===== src/genotype_ibs_counter_macros.svh =====
// ----------------------------------------------------------------------------
// Genotype IBS counter assertion macros
// Shared concurrent assertion forms, clocked on clk_i and disabled in reset.
// ----------------------------------------------------------------------------
`ifndef GENOTYPE_IBS_COUNTER_MACROS_SVH
`define GENOTYPE_IBS_COUNTER_MACROS_SVH

// A property that must hold at every clock edge outside reset.
`define GIC_ASSERT_ALWAYS(name, prop, msg) \
  name: assert property (@(posedge clk_i) disable iff (!rst_ni) (prop)) else $error(msg);

// A condition that must be followed by a consequence in the next cycle.
`define GIC_ASSERT_NEXT(name, ante, cons, msg) \
  name: assert property (@(posedge clk_i) disable iff (!rst_ni) (ante) |=> (cons)) \
    else $error(msg);

`endif


===== src/gic_pkg.sv =====
// ----------------------------------------------------------------------------
// Genotype IBS counter package
// Widths, codes, the classified-beat type and shared arithmetic helpers.
// ----------------------------------------------------------------------------
package gic_pkg;

  // Running counter width; results carry the low OUT_BITS of each counter.
  localparam int unsigned COUNT_BITS  = 32;
  localparam int unsigned WORD_BITS   = 64;
  localparam int unsigned GENO_NUM    = WORD_BITS / 2;
  localparam int unsigned OUT_BITS    = 32;
  localparam int unsigned CLASS_BITS  = $clog2(GENO_NUM + 1);
  localparam int unsigned QUEUE_DEPTH = 2;
  localparam int unsigned QPTR_BITS   = $clog2(QUEUE_DEPTH);
  localparam int unsigned QCNT_BITS   = $clog2(QUEUE_DEPTH + 1);

  // Two-bit code 10 in every genotype slot marks a missing call.
  localparam logic [WORD_BITS-1:0] MISS_CODE = 64'hAAAA_AAAA_AAAA_AAAA;

  typedef logic [WORD_BITS-1:0]  word_t;
  typedef logic [GENO_NUM-1:0]   geno_mask_t;
  typedef logic [CLASS_BITS-1:0] cnt_t;
  typedef logic [COUNT_BITS-1:0] total_t;
  typedef logic [OUT_BITS-1:0]   out_t;

  // One classified beat: per-class position counts of a word pair.
  typedef struct packed {
    logic last;
    cnt_t n0;
    cnt_t n1;
    cnt_t n2;
  } cls_t;

  // Population count of one genotype mask as a balanced adder tree.
  function automatic cnt_t popcount(geno_mask_t m);
    logic [1:0] l1 [16];
    logic [2:0] l2 [8];
    logic [3:0] l3 [4];
    logic [4:0] l4 [2];
    for (int i = 0; i < 16; i++) begin
      l1[i] = {1'b0, m[2*i]} + {1'b0, m[2*i+1]};
    end
    for (int i = 0; i < 8; i++) begin
      l2[i] = {1'b0, l1[2*i]} + {1'b0, l1[2*i+1]};
    end
    for (int i = 0; i < 4; i++) begin
      l3[i] = {1'b0, l2[2*i]} + {1'b0, l2[2*i+1]};
    end
    for (int i = 0; i < 2; i++) begin
      l4[i] = {1'b0, l3[2*i]} + {1'b0, l3[2*i+1]};
    end
    return {1'b0, l4[0]} + {1'b0, l4[1]};
  endfunction

  // Add a beat count to a running total, sticking at the all-ones value.
  function automatic total_t sat_add(total_t t, cnt_t n);
    logic [COUNT_BITS:0] s;
    s = {1'b0, t} + (COUNT_BITS + 1)'(n);
    return s[COUNT_BITS] ? '1 : s[COUNT_BITS-1:0];
  endfunction

endpackage


===== src/gic_queue.sv =====
// ----------------------------------------------------------------------------
// IBS classified-beat queue
// Short FIFO between the front end and the accumulator so each side can
// stall on its own.
// ----------------------------------------------------------------------------
`include "genotype_ibs_counter_macros.svh"

module gic_queue
  import gic_pkg::*;
(
  input  logic clk_i,
  input  logic rst_ni,
  input  cls_t push_data_i,
  input  logic push_valid_i,
  output logic push_ready_o,
  output cls_t pop_data_o,
  output logic pop_valid_o,
  input  logic pop_ready_i
);

  cls_t                 mem_q [QUEUE_DEPTH];
  logic [QPTR_BITS-1:0] wptr_q, wptr_d, rptr_q, rptr_d;
  logic [QCNT_BITS-1:0] count_q, count_d;
  logic                 push, pop;

  assign push_ready_o = (count_q != QCNT_BITS'(QUEUE_DEPTH));
  assign pop_valid_o  = (count_q != '0);
  assign push         = push_valid_i && push_ready_o;
  assign pop          = pop_valid_o && pop_ready_i;
  assign pop_data_o   = mem_q[rptr_q];

  // Pointer and fill bookkeeping.
  always_comb begin
    wptr_d  = wptr_q;
    rptr_d  = rptr_q;
    count_d = count_q;
    if (push) begin
      wptr_d = (wptr_q == QPTR_BITS'(QUEUE_DEPTH - 1)) ? '0 : wptr_q + 1'b1;
    end
    if (pop) begin
      rptr_d = (rptr_q == QPTR_BITS'(QUEUE_DEPTH - 1)) ? '0 : rptr_q + 1'b1;
    end
    if (push && !pop) begin
      count_d = count_q + 1'b1;
    end else if (pop && !push) begin
      count_d = count_q - 1'b1;
    end
  end

  always_ff @(posedge clk_i or negedge rst_ni) begin
    if (!rst_ni) begin
      wptr_q  <= '0;
      rptr_q  <= '0;
      count_q <= '0;
    end else begin
      wptr_q  <= wptr_d;
      rptr_q  <= rptr_d;
      count_q <= count_d;
    end
  end

  // Storage write.
  always_ff @(posedge clk_i) begin
    if (push) begin
      mem_q[wptr_q] <= push_data_i;
    end
  end

  // The fill level moves by exactly the beats that entered and left.
  `GIC_ASSERT_NEXT(a_queue_fill,
    1'b1,
    count_q == $past(count_q) + QCNT_BITS'($past(push)) - QCNT_BITS'($past(pop)),
    "queue: fill level does not track pushes and pops")

endmodule


===== config.mk =====
export PLATFORM = sky130hd
export DESIGN_NAME = gic_queue
export DESIGN_NICKNAME = d
export VERILOG_FILES = /design/src/gic_pkg.sv /design/src/gic_queue.sv
export VERILOG_INCLUDE_DIRS = /design/src /design/src/src
export SDC_FILE = /design/constraint.sdc
export NUM_CORES = 1
export LEC_CHECK = 0
export ABC_AREA = 1
export ABC_CLOCK_PERIOD_IN_PS = 2500
export BUFFER_PORTS_ARGS = -buffer_cell sky130_fd_sc_hd__buf_4
export CAP_MARGIN = 20
export CORE_MARGIN = 5
export CORE_UTILIZATION = 51
export DETAILED_ROUTE_END_ITERATION = 6
export HOLD_SLACK_MARGIN = 0.08
export PLACE_DENSITY = 0.78
export SYNTH_ARGS = -nofsm -noshare
export SYNTH_HDL_FRONTEND = slang
export SYNTH_SLANG_ARGS = --single-unit
export TNS_END_PERCENT = 1

===== constraint.sdc =====
create_clock -name clk_i -period 2.5 [get_ports clk_i]
set_clock_uncertainty 0.1 [all_clocks]
set_input_delay 0.125 -clock clk_i [delete_from_list [all_inputs] [get_ports clk_i]]
set_output_delay 0.125 -clock clk_i [all_outputs]
set_load 0.02 [all_outputs]

== Word-level counts from Yosys, hierarchy flattened ==
Memory sizes are Yosys's and may differ from the RTL's.
Cells that the tools add are included.

* Register bits: 4
* Input port bits: 23
* Memory bits (read-only): 0
* Memories kept: 1
* Logic and storage cells: 23
* Output and inout bits: 21
* RAM bits: 38
* Bits in latches: 0

* Bitwise operators: 0
* Equal/unequal tests: 1
* Multipliers: 0
* Div/mod/pow operators: 0
* $add $sub $neg: 4
* $lt $le $gt $ge: 0
* Shifts and indexed selects: 0
* Reduce and logical (&&, ||, !) cells: 8
* Mux-type cells: 6

{| class="wikitable"
|+ Memory list
! memory !! depth !! width !! rd ports !! clocked after memory_dff !! write ports !! RTL line !! text
|-
| mem_q || 2 || 19 || 1 || 0 || 1 || gic_queue.sv:21 || <nowiki>cls_t mem_q [QUEUE_DEPTH];</nowiki>
|}

{| class="wikitable"
|+ Operator list
! kind !! number
|-
| 1-bit logical AND || 4
|-
| 1-bit two-way mux || 4
|-
| 2-bit two-way mux || 2
|-
| 2-bit nonzero test || 2
|-
| 1-bit adder, second input constant || 2
|-
| 2-bit by 1-bit adder with 2-bit output, second input constant || 1
|-
| 1-bit zero test || 2
|-
| 2-bit != test, second input constant || 1
|-
| 2-bit by 1-bit subtractor with 2-bit output, second input constant || 1
|}

== Longest topological paths before layout ==
Gate-level depths: netlist (run 1).

* Depth in word-level cells: 6
* Gate-level depth with buffers: 10
* Mapped depth without buffers: 10

== Worst setup path after synthesis (run 1) ==
OpenSTA, ideal clock, no wires.

* Path kind: reg-to-reg
* Start: register count_q[0]
* End: memory mem_q[0][0] in the netlist's numbering, enable pin
* Buffers on the path: 0
* Clock period less this slack: 1,931 ps
* Setup time: 395 ps
* Data required time: 2,005 ps
* Path slack: 569 ps
* Data arrival time: 1,436 ps
* Cell stages (with the launch flop): 5
* Cell sequence: dfrtp_1 > inv_2 > nand2_4 > nand2_4 > nor2_1

* Word-level cells in the longest chain between the ends: 4

{| class="wikitable"
|+ Ends and longest elaborated chain
! element !! RTL line !! text
|-
| from (decl) || gic_queue.sv:23 || <nowiki>logic [QCNT_BITS-1:0] count_q, count_d;</nowiki>
|-
| from (signal assigned) || gic_queue.sv:58 || <nowiki>count_q <= count_d;</nowiki>
|-
| 2-bit != test || gic_queue.sv:26 || <nowiki>assign push_ready_o = (count_q != QCNT_BITS'(QUEUE_DEPTH));</nowiki>
|-
| named net push_ready_o || gic_queue.sv:15 || <nowiki>output logic push_ready_o,</nowiki>
|-
| 1-bit logical AND || gic_queue.sv:28 || <nowiki>assign push = push_valid_i && push_ready_o;</nowiki>
|-
| 1-bit two-way mux || gic_queue.sv:64 || <nowiki>if (push) begin</nowiki>
|-
| 1-bit two-way mux (implied by the code) || gic_queue.sv:65 || <nowiki>mem_q[wptr_q] <= push_data_i;</nowiki>
|-
| to (decl) || gic_queue.sv:21 ||
|}

The timed path passes the listed nets, and every way through them passes these cells.

==> key figures, run 1 <==
Outcome
  – Status: finished clean

Drt
  – Initial detailed-routing violation count: 37
  – Drc violations: 0
  – Drt pass-1 iters: 4
  – Final ANT Viol Nets: 0
  – Via-per-instance ratio: 4.471
  – Vias: 1091
  – Drt total wl: 2969 microns
  – Avg WL per Cell: 12.17 microns

Critical path
  – Slowest CP cell: dfrtp_2
  – CP Data Arrival Time: 1.74 ns
  – Launch point of the worst reg-to-reg path: count_q[0]
  – Worst Path Max Fanout: 21
  – Crit-path most repeated cell: nand2_1
  – Max incr delay on CP: 0.56 ns
  – Crit-path cells: inv_1, nand2_1, nand2_1, buf_4
  – Worst setup EP type: primary output
  – CP required: 2.28 ns
  – Crit path from: rptr_q
  – Kind of critical path: register to primary output
  – Type of origin of the critical path: register

Power and ir drop
  – Leakage: 1.002 nW
  – Worst IR Drop VDD: 0.5679 mV
  – Power Density: 1054 mW/mm^2

Logic synthesis
  – Distinct cells, synth: 15
  – Cells after synthesis: 128
  – Mapped Nets: 152
  – Synthesized area: 0.001627 sq mm
  – Avg Inst Size Synth: 12.71 sq um
  – Syn. warnings: 0
  – Sequential area share after synthesis: 0.7631
  – Yosys reg bits: 42

Floorplanning
  – Die height: 66.48 microns
  – Initial Util: 0.5328
  – DIE WIDTH: 66.48 microns
  – I/O pins: 44
  – Die area: 0.004419 sq mm
  – Core area: 0.003053 sq mm
  – FP Rows: 20

Global route
  – First-pass GRT wire length: 4788 microns
  – Total GRT Usage: 0.1513
  – Vias in the first global route: 1087
  – Gr ovfl total: 0
  – Initial antenna violation count: 0
  – Largest net degree at the start of global routing: 22

Clock tree
  – CTS tree: built
  – Root buffer cell: clkbuf_4
  – Maximum clock path buffer count: 2
  – Total clock sinks: 42
  – Inserted Clock Buffers: 5
  – CTS clk-pin slew, worst paths: 0.10 ns
  – Htree depth: 2
  – Clk_lat worst skew: 0.34 ns

Run
  – Max_cap viols: 0

Finish
  – Final net count: 223
  – Layout cell share with drive strength beyond 1: 0.3000
  – # diodes: 0
  – Final Cell Area: 0.002278 sq mm
  – Post-layout util: 0.7463
  – Area Overhead vs Synth: 40.08%

STA
  – Hold_ws: 0.4025 ns
  – Pin slew with the least headroom to its limit: 0.5778 ns
  – Slew Limit Fails: 0
  – RSZ-0062 raised after global routing: false
  – # setup viols final: 0
  – Slew headroom: 0.6144
  – Fin. Hold Viols: 0
  – Peak Freq: 0.5079 GHz
  – Period minus WS final: 1.969 ns
  – Fin Setup TNS: 0 ns
  – Final Cycle Share: 0.7876

Placement
  – Routability cong.: 0.7088
  – Port Buffers: 43
  – HPWL Detailed: 1985 microns
  – Placed cell areas: 0.001998 sq mm

Hold path
  – HP Start: push_data_i[15]
  – Hold Crit Class: input port to register
[sequential cells by signal, summed over array words and instances, names as in the netlist]
signal and cells:
wptr_q 1, mem_q 38, count_q 2, rptr_q 1
[critical path: cells and delay by family (launching register included)]
| kind | cells | cell delay (ns) |
|---|---|---|
| simple gates | 2 | 0.20 |
| flops | 1 | 0.56 |
| buf+inv | 2 | 0.63 |
[per-stage QoR]
stage / total power, mW / worst slack [ns] / cells
after floorplan: 1.703 / 0.5690 / 128
after global placement: 2.077 / 0.7042 / 213
after detailed placement: 2.109 / 0.6187 / 213
after CTS: 2.439 / 0.2083 / 244
after global routing: 2.580 / 0.3035 / 244
final: 2.402 / 0.5311 / 244
[layout make-up]
type / instances / area (sq um)
sequential: 42 / 1242
fill: 209 / 774.5
timing repair buffer: 68 / 568.0
multi-input combinational: 75 / 337.8
tap: 44 / 55.05
clock buffer: 7 / 45.04
inverter: 7 / 26.28
clock inverter: 1 / 3.754
[repair_timing]
| action | CTS | global route |
|---|---|---|
| gates resized for setup | 0 | 1 |
| setup endpoints to repair | 0 | 3 |
| setup buffers | 0 | 0 |
| hold buffers | 23 | 0 |
| endpoints found under the hold margin | 44 | 0 |
[metal layers]
metal | routed length [microns] | track usage | vias up
li1 | - | - | 558
met1 | 1246 | 0.1801 | 488
met2 | 1418 | 0.2429 | 39
met3 | 261 | 0.06745 | 6
met4 | 42 | 0.05330 | 0
met5 | 0 | 0 | -
[cells in the final DEF (no fill, tap or decap), drive strengths merged]
master / count
dfrtp: 4
clkinv: 1
ha: 1
nand3: 2
edfxtp: 38
nand2: 67
xnor2: 1
nand4: 1
buf: 45
dlygate4sd3: 23
clkbuf: 7
nor2: 2
xor2: 1
inv: 7
[worst paths after layout]
| path | endpoint | slack (ns) | depth (start not counted) |
|---|---|---|---|
| min in group asynchronous | wptr_q | 0.58 | 3 |
| worst min register to register | count_q[0] | 0.44 | 1 |
| worst max register to register | mem_q[1][3] | 0.92 | 5 |
| worst min-delay path | mem_q[1][15] | 0.40 | 2 |
| max in group asynchronous | rptr_q | 1.52 | 3 |
| worst max-delay path | pop_data_o[9] | 0.53 | 4 |
[report_power, final]
group	switching [mW]	internal, mW	leakage, nW
Clock	0.188	0.108	0.0269
Combinational	0.626	0.411	0.575
Sequential	0.103	0.966	0.400
[cells in the mapped netlist (all sizes together)]
| master | instances | area share |
|---|---|---|
| nor2 | 2 | 0.0046 |
| dfrtp | 4 | 0.062 |
| nand3 | 2 | 0.0062 |
| inv | 7 | 0.016 |
| edfxtp | 38 | 0.70 |
| nand2 | 67 | 0.17 |
| nand4 | 1 | 0.0038 |
| xor2 | 1 | 0.010 |
| ha | 1 | 0.0077 |
| buf | 4 | 0.016 |
| xnor2 | 1 | 0.0054 |
[logic make-up (layout without fill, tap and decap cells)]
kind of cell | Yosys count | in the layout | share of synthesized area
XOR/XNOR | 2 | 2 | 0.01539
adder cells (fa/ha/maj) | 1 | 1 | 0.007691
buffers and inverters | 11 | 83 | 0.03231
flip-flops | 42 | 42 | 0.7631
AND/OR/NAND/NOR | 72 | 72 | 0.1815
(Power assumes the default switching activity.)
==> run 2, diff against run 1 <==
--- a/config.mk
+++ b/config.mk
@@ -7,7 +7,7 @@
 export NUM_CORES = 1
 export LEC_CHECK = 0
 export ABC_AREA = 1
-export ABC_CLOCK_PERIOD_IN_PS = 2500
+export ABC_CLOCK_PERIOD_IN_PS = 2000
 export BUFFER_PORTS_ARGS = -buffer_cell sky130_fd_sc_hd__buf_4
 export CAP_MARGIN = 20
 export CORE_MARGIN = 5
==> constraint.sdc (replaced) <==
create_clock -name clk_i -period 2 [get_ports clk_i]
set_clock_uncertainty 0.1 [all_clocks]
set_input_delay 0.1 -clock clk_i [delete_from_list [all_inputs] [get_ports clk_i]]
set_output_delay 0.1 -clock clk_i [all_outputs]
set_load 0.02 [all_outputs]
==> key figures, run 2 (synthesis results as in run 1) <==
Clock tree
  – Total clock sinks: 42
  – CTS clk-pin slew, worst paths: 0.10 ns
  – CTS tree: built
  – Htree depth: 2
  – Clk_lat worst skew: 0.35 ns
  – Maximum clock path buffer count: 2
  – Root buffer cell: clkbuf_4
  – Inserted Clock Buffers: 5

STA
  – RSZ-0062 raised after global routing: false
  – Peak Freq: 0.5689 GHz
  – Pin slew with the least headroom to its limit: 0.5860 ns
  – Period minus WS final: 1.758 ns
  – Slew headroom: 0.6089
  – # setup viols final: 0
  – Final Cycle Share: 0.8789
  – Fin. Hold Viols: 0
  – Fin Setup TNS: 0 ns
  – Slew Limit Fails: 0

Placement
  – Routability cong.: 0.7049
  – HPWL Detailed: 2213 microns
  – Port Buffers: 43

Floorplanning
  – FP Rows: 20
  – I/O pins: 44
  – Die area: 0.004419 sq mm
  – Die height: 66.48 microns
  – Core area: 0.003053 sq mm
  – Initial Util: 0.5328
  – DIE WIDTH: 66.48 microns

Critical path
  – Worst setup EP type: primary output
  – Type of origin of the critical path: register
  – Worst setup path end: pop_data_o[8]
  – CP required: 1.80 ns
  – CP Data Arrival Time: 1.56 ns
  – Reg2Reg Capture Point: count_q[1]
  – Slowest CP cell: inv_1
  – Max incr delay on CP: 0.44 ns
  – Kind of critical path: register to primary output
  – R2r worst-path depth: 9
  – Crit-path most repeated cell: nand2_1
  – Launch point of the worst reg-to-reg path: count_q[0]
  – Worst Path Max Fanout: 20
  – Crit-path cells: inv_1, nand2_1, nand2_1, buf_4
  – Crit path from: rptr_q
  – Reg2Reg Setup Slack: 0.44 ns

Finish
  – Post-layout util: 0.7496
  – Area Overhead vs Synth: 40.69%
  – FF/Latch Area: 0.001241 sq mm
  – Biggest register: mem_q
  – Most frequent cells in the layout: nand2_1 (63), buf_4 (47), edfxtp_1 (38)
  – Multi-input gate area: 337.8 sq um
  – Biggest regs: mem_q (38), count_q (2)
  – Layout cell share with drive strength beyond 1: 0.3035
  – # diodes: 0
  – Commonest non-fill, non-tap cell in the layout: nand2_1
  – Final net count: 225
  – Filler Cell Count: 194
  – Number of flip-flops in the largest register: 38

Power and ir drop
  – Leakage: 1.011 nW
  – Overall Power: 3.055 mW
  – Worst IR Drop VDD: 0.9626 mV
  – Power Density: 1335 mW/mm^2

Global route
  – Total GRT Usage: 0.1682
  – First-pass GRT wire length: 5306 microns
  – Initial antenna violation count: 0
  – Vias in the first global route: 1171
  – Largest net degree at the start of global routing: 21
  – Gr ovfl total: 0

Drt
  – Avg WL per Cell: 13.06 microns
  – Vias: 1093
  – WL met1: 1363 microns
  – Final ANT Viol Nets: 0
  – Initial detailed-routing violation count: 25
  – Drt total wl: 3200 microns
  – Via-per-instance ratio: 4.461
  – DR top layer: met4
  – Drc violations: 0
  – WL met3: 246 microns
  – Drt pass-1 iters: 4
  – Met2 routed WL: 1549 microns

Hold path
  – Hold Crit Class: input port to register
  – Hold path cells: 2

Run
  – Max_cap viols: 0

Outcome
  – Status: finished clean
-- run 2: cell count changes in the layout (fill, tap and decap cells not counted) --
cell      before  now
dfrtp_1        3    4
dfrtp_2        1    0
clkinv_1       1    0
buf_4         45   47
-- run 2: final cells by class --
type                    instances  share of cell area
clock buffers                   7             0.01968
inverters                       7             0.01148
multi-input cells              75              0.1476
flip-flops and latches         42              0.5424
well taps                      44             0.02406
repair buffers                 70              0.2548
-- run 2: worst max-delay path: cells and delay by family, from the launching register on --
family / cells / cell delay (ns)
buffers and inverters: 2 / 0.58
flip-flops: 1 / 0.39
AND/OR/NAND/NOR: 2 / 0.24
-- run 2: timing repair --
item / CTS / global route
buffers inserted: 0 / 0
resized for setup: 0 / 0
hold buffers: 23 / 0
hold endpoints to repair: 44 / 0
-- run 2: power by group --
group,internal (mW),switching (mW)
registers,1.21,0.0741
logic,0.535,0.863
clock network,0.133,0.244
-- run 2: stage by stage --
step | setup WS [ns] | hold WS [ns] | cell area [sq um] | std cells
6_report | 0.2422 | 0.3688 | 2288 | 245
5_1_grt | 0.08386 | 0.3575 | 2288 | 245
4_1_cts | 0.2108 | 0.3596 | 2288 | 245
3_5_place_dp | 0.4551 | -0.2024 | 2013 | 215
3_3_place_gp | 0.5245 | -0.2033 | 2013 | 215
2_1_floorplan | 0.06899 | -0.2956 | 1627 | 128
-- run 2: per-layer routing --
metal	vias to the layer above	GRT usage
met3	5	0.07251
met1	482	0.1964
met4	0	0.04569
met2	42	0.2825
li1	564	-
met5	-	0
-- run 2: how the worst min path moves through the flow --
stage,startpoint,end
6_report,push_data_i[9],mem_q[1][9]
3_3_place_gp,rst_ni,count_q[0]
4_1_cts,push_data_i[9],mem_q[1][9]
3_5_place_dp,rst_ni,count_q[0]
5_1_grt,push_data_i[9],mem_q[1][9]
2_1_floorplan,rst_ni,count_q[0]
==> run 3, diff against run 2 <==
--- a/config.mk
+++ b/config.mk
@@ -13,6 +13,7 @@
 export CORE_MARGIN = 5
 export CORE_UTILIZATION = 51
 export DETAILED_ROUTE_END_ITERATION = 6
+export GPL_TIMING_DRIVEN = 0
 export HOLD_SLACK_MARGIN = 0.08
 export PLACE_DENSITY = 0.78
 export SYNTH_ARGS = -nofsm -noshare
==> key figures, run 3 (synthesis results as in run 1) <==
Critical path
  – Crit-path most repeated cell: nand2_4
  – Worst setup EP type: register
  – Type of origin of the critical path: register
  – Worst Path Max Fanout: 12
  – Kind of critical path: register to register
  – Crit-path cells: inv_2, nand2_4, nand2_4, nor2_2, buf_8
  – CP required: 1.96 ns
  – CP Data Arrival Time: 1.59 ns
  – Max incr delay on CP: 0.42 ns
  – Slowest CP cell: dfrtp_1

Power and ir drop
  – Sequential share of power: 0.414
  – Overall Power: 3.121 mW
  – Leakage: 1.027 nW
  – Worst IR Drop VDD: 0.8060 mV
  – Sw frac: 0.3880
  – Pint: 1.910 mW
  – Net Switching: 1.211 mW
  – Combinational power share: 0.464
  – Power Density: 1345 mW/mm^2
  – Clock power share: 0.122

Global route
  – First-pass GRT wire length: 5589 microns
  – Largest net degree at the start of global routing: 13
  – Initial antenna violation count: 0
  – Gr ovfl total: 0
  – Vias in the first global route: 1244
  – Total GRT Usage: 0.1749

Finish
  – Final Cell Area: 0.002320 sq mm
  – Most frequent cells in the layout: nand2_1 (63), buf_4 (43), edfxtp_1 (38)
  – Area Overhead vs Synth: 42.62%
  – Post-layout util: 0.7598
  – Commonest non-fill, non-tap cell in the layout: nand2_1
  – Final net count: 227
  – Number of flip-flops in the largest register: 38
  – Biggest regs: mem_q (38), count_q (2)
  – Filler Cell Count: 201
  – # diodes: 0
  – Layout cell share with drive strength beyond 1: 0.3137
  – Non-Filler Instances: 248
  – Biggest register: mem_q

Clock tree
  – Maximum clock path buffer count: 2
  – Htree depth: 2
  – Inserted Clock Buffers: 5
  – Root buffer cell: clkbuf_4
  – Post-CTS Setup Repair Bufs: 0
  – Clk_lat worst skew: 0.34 ns
  – CTS tree: built
  – Total clock sinks: 42
  – CTS clk-pin slew, worst paths: 0.12 ns

Drt
  – Final ANT Viol Nets: 0
  – Initial detailed-routing violation count: 36
  – Drt total wl: 3367 microns
  – Avg WL per Cell: 13.58 microns
  – Drc violations: 0
  – Vias: 1131
  – Drt pass-1 iters: 4
  – Via-per-instance ratio: 4.560

STA
  – RSZ-0062 raised after global routing: false
  – # setup viols final: 0
  – Pin slew with the least headroom to its limit: 0.4667 ns
  – Final Cycle Share: 0.8157
  – Slew headroom: 0.6885
  – Fin. Hold Viols: 0
  – Hold_ws: 0.3767 ns
  – Peak Freq: 0.6129 GHz
  – Period minus WS final: 1.631 ns
  – Slew Limit Fails: 0

Floorplanning
  – Core area: 0.003053 sq mm
  – I/O pins: 44
  – Initial Util: 0.5328
  – Die area: 0.004419 sq mm
  – Die height: 66.48 microns
  – FP Rows: 20
  – DIE WIDTH: 66.48 microns

Placement
  – Port Buffers: 43
  – Placed cell areas: 0.002039 sq mm
  – HPWL Detailed: 2074 microns
  – DP Cell Count: 217
  – Routability cong.: 0.7358

Outcome
  – Status: finished clean

Hold path
  – Hold Crit Class: input port to register

Run
  – Max_cap viols: 0
==> run 3: power by group through the flow <==
| stage | Combinational (mW) | Sequential (mW) | Clock, mW |
|---|---|---|---|
| 2_1_floorplan | 0.837 | 1.29 | 0 |
| 3_3_place_gp | 1.33 | 1.30 | 0 |
| 3_5_place_dp | 1.41 | 1.31 | 0 |
| 4_1_cts | 1.45 | 1.29 | 0.401 |
| 5_1_grt | 1.58 | 1.31 | 0.441 |
| 6_report | 1.45 | 1.29 | 0.381 |
==> run 3: worst max-delay path: cells and delay by family, from the launching register on <==
family	cells	cell delay, ns
DFF	1	0.42
and+or+nand+nor	3	0.52
buffers and inverters	2	0.30
==> run 3: per-stage QoR <==
step	TNS, ns	setup slack [ns]
finish	0	0.3685
global route	0	0.2763
CTS	0	0.3515
detailed placement	0	0.3714
global placement	-10.83	-0.2868
floorplan	0	0.06899
==> run 3: area by class of cell <==
| class | instances | area, sq um | share of cell area |
|---|---|---|---|
| clock inverter | 2 | 8.758 | 0.003776 |
| clock buffer | 6 | 41.29 | 0.01780 |
| buffer | 4 | 26.28 | 0.01133 |
| tap | 44 | 55.05 | 0.02373 |
| sequential | 42 | 1241 | 0.5351 |
| multi-input combinational | 75 | 337.8 | 0.1456 |
| timing repair buffer | 68 | 583.1 | 0.2513 |
| inverter | 7 | 26.28 | 0.01133 |
==> run 3: timing repair <==
item | 4_1_cts | 5_1_grt
hold buffers | 23 | 0
endpoints found under the hold margin | 45 | 0
resized for setup | 0 | 0
==> run 3: path summary, 6_finish.rpt <==
kind                                     start      endpoint  slack, ns  depth (start not counted)
max in group asynchronous               rst_ni        rptr_q       1.05                          3
min in group asynchronous               rst_ni        wptr_q       0.56                          3
worst min-delay path            push_data_i[2]   mem_q[1][2]       0.38                          2
worst max register to register      count_q[0]  mem_q[0][11]       0.37                          5
worst min register to register      count_q[0]    count_q[0]       0.45                          1
worst max-delay path                count_q[0]  mem_q[0][11]       0.37                          5
==> run 3: metal layers <==
layer,part of all wire,up-vias,global-route usage
li1,-,568,-
met1,0.40,513,0.1809
met2,0.52,48,0.3185
met3,0.070,2,0.07251
met4,0.0059,0,0.05330
met5,0,-,0
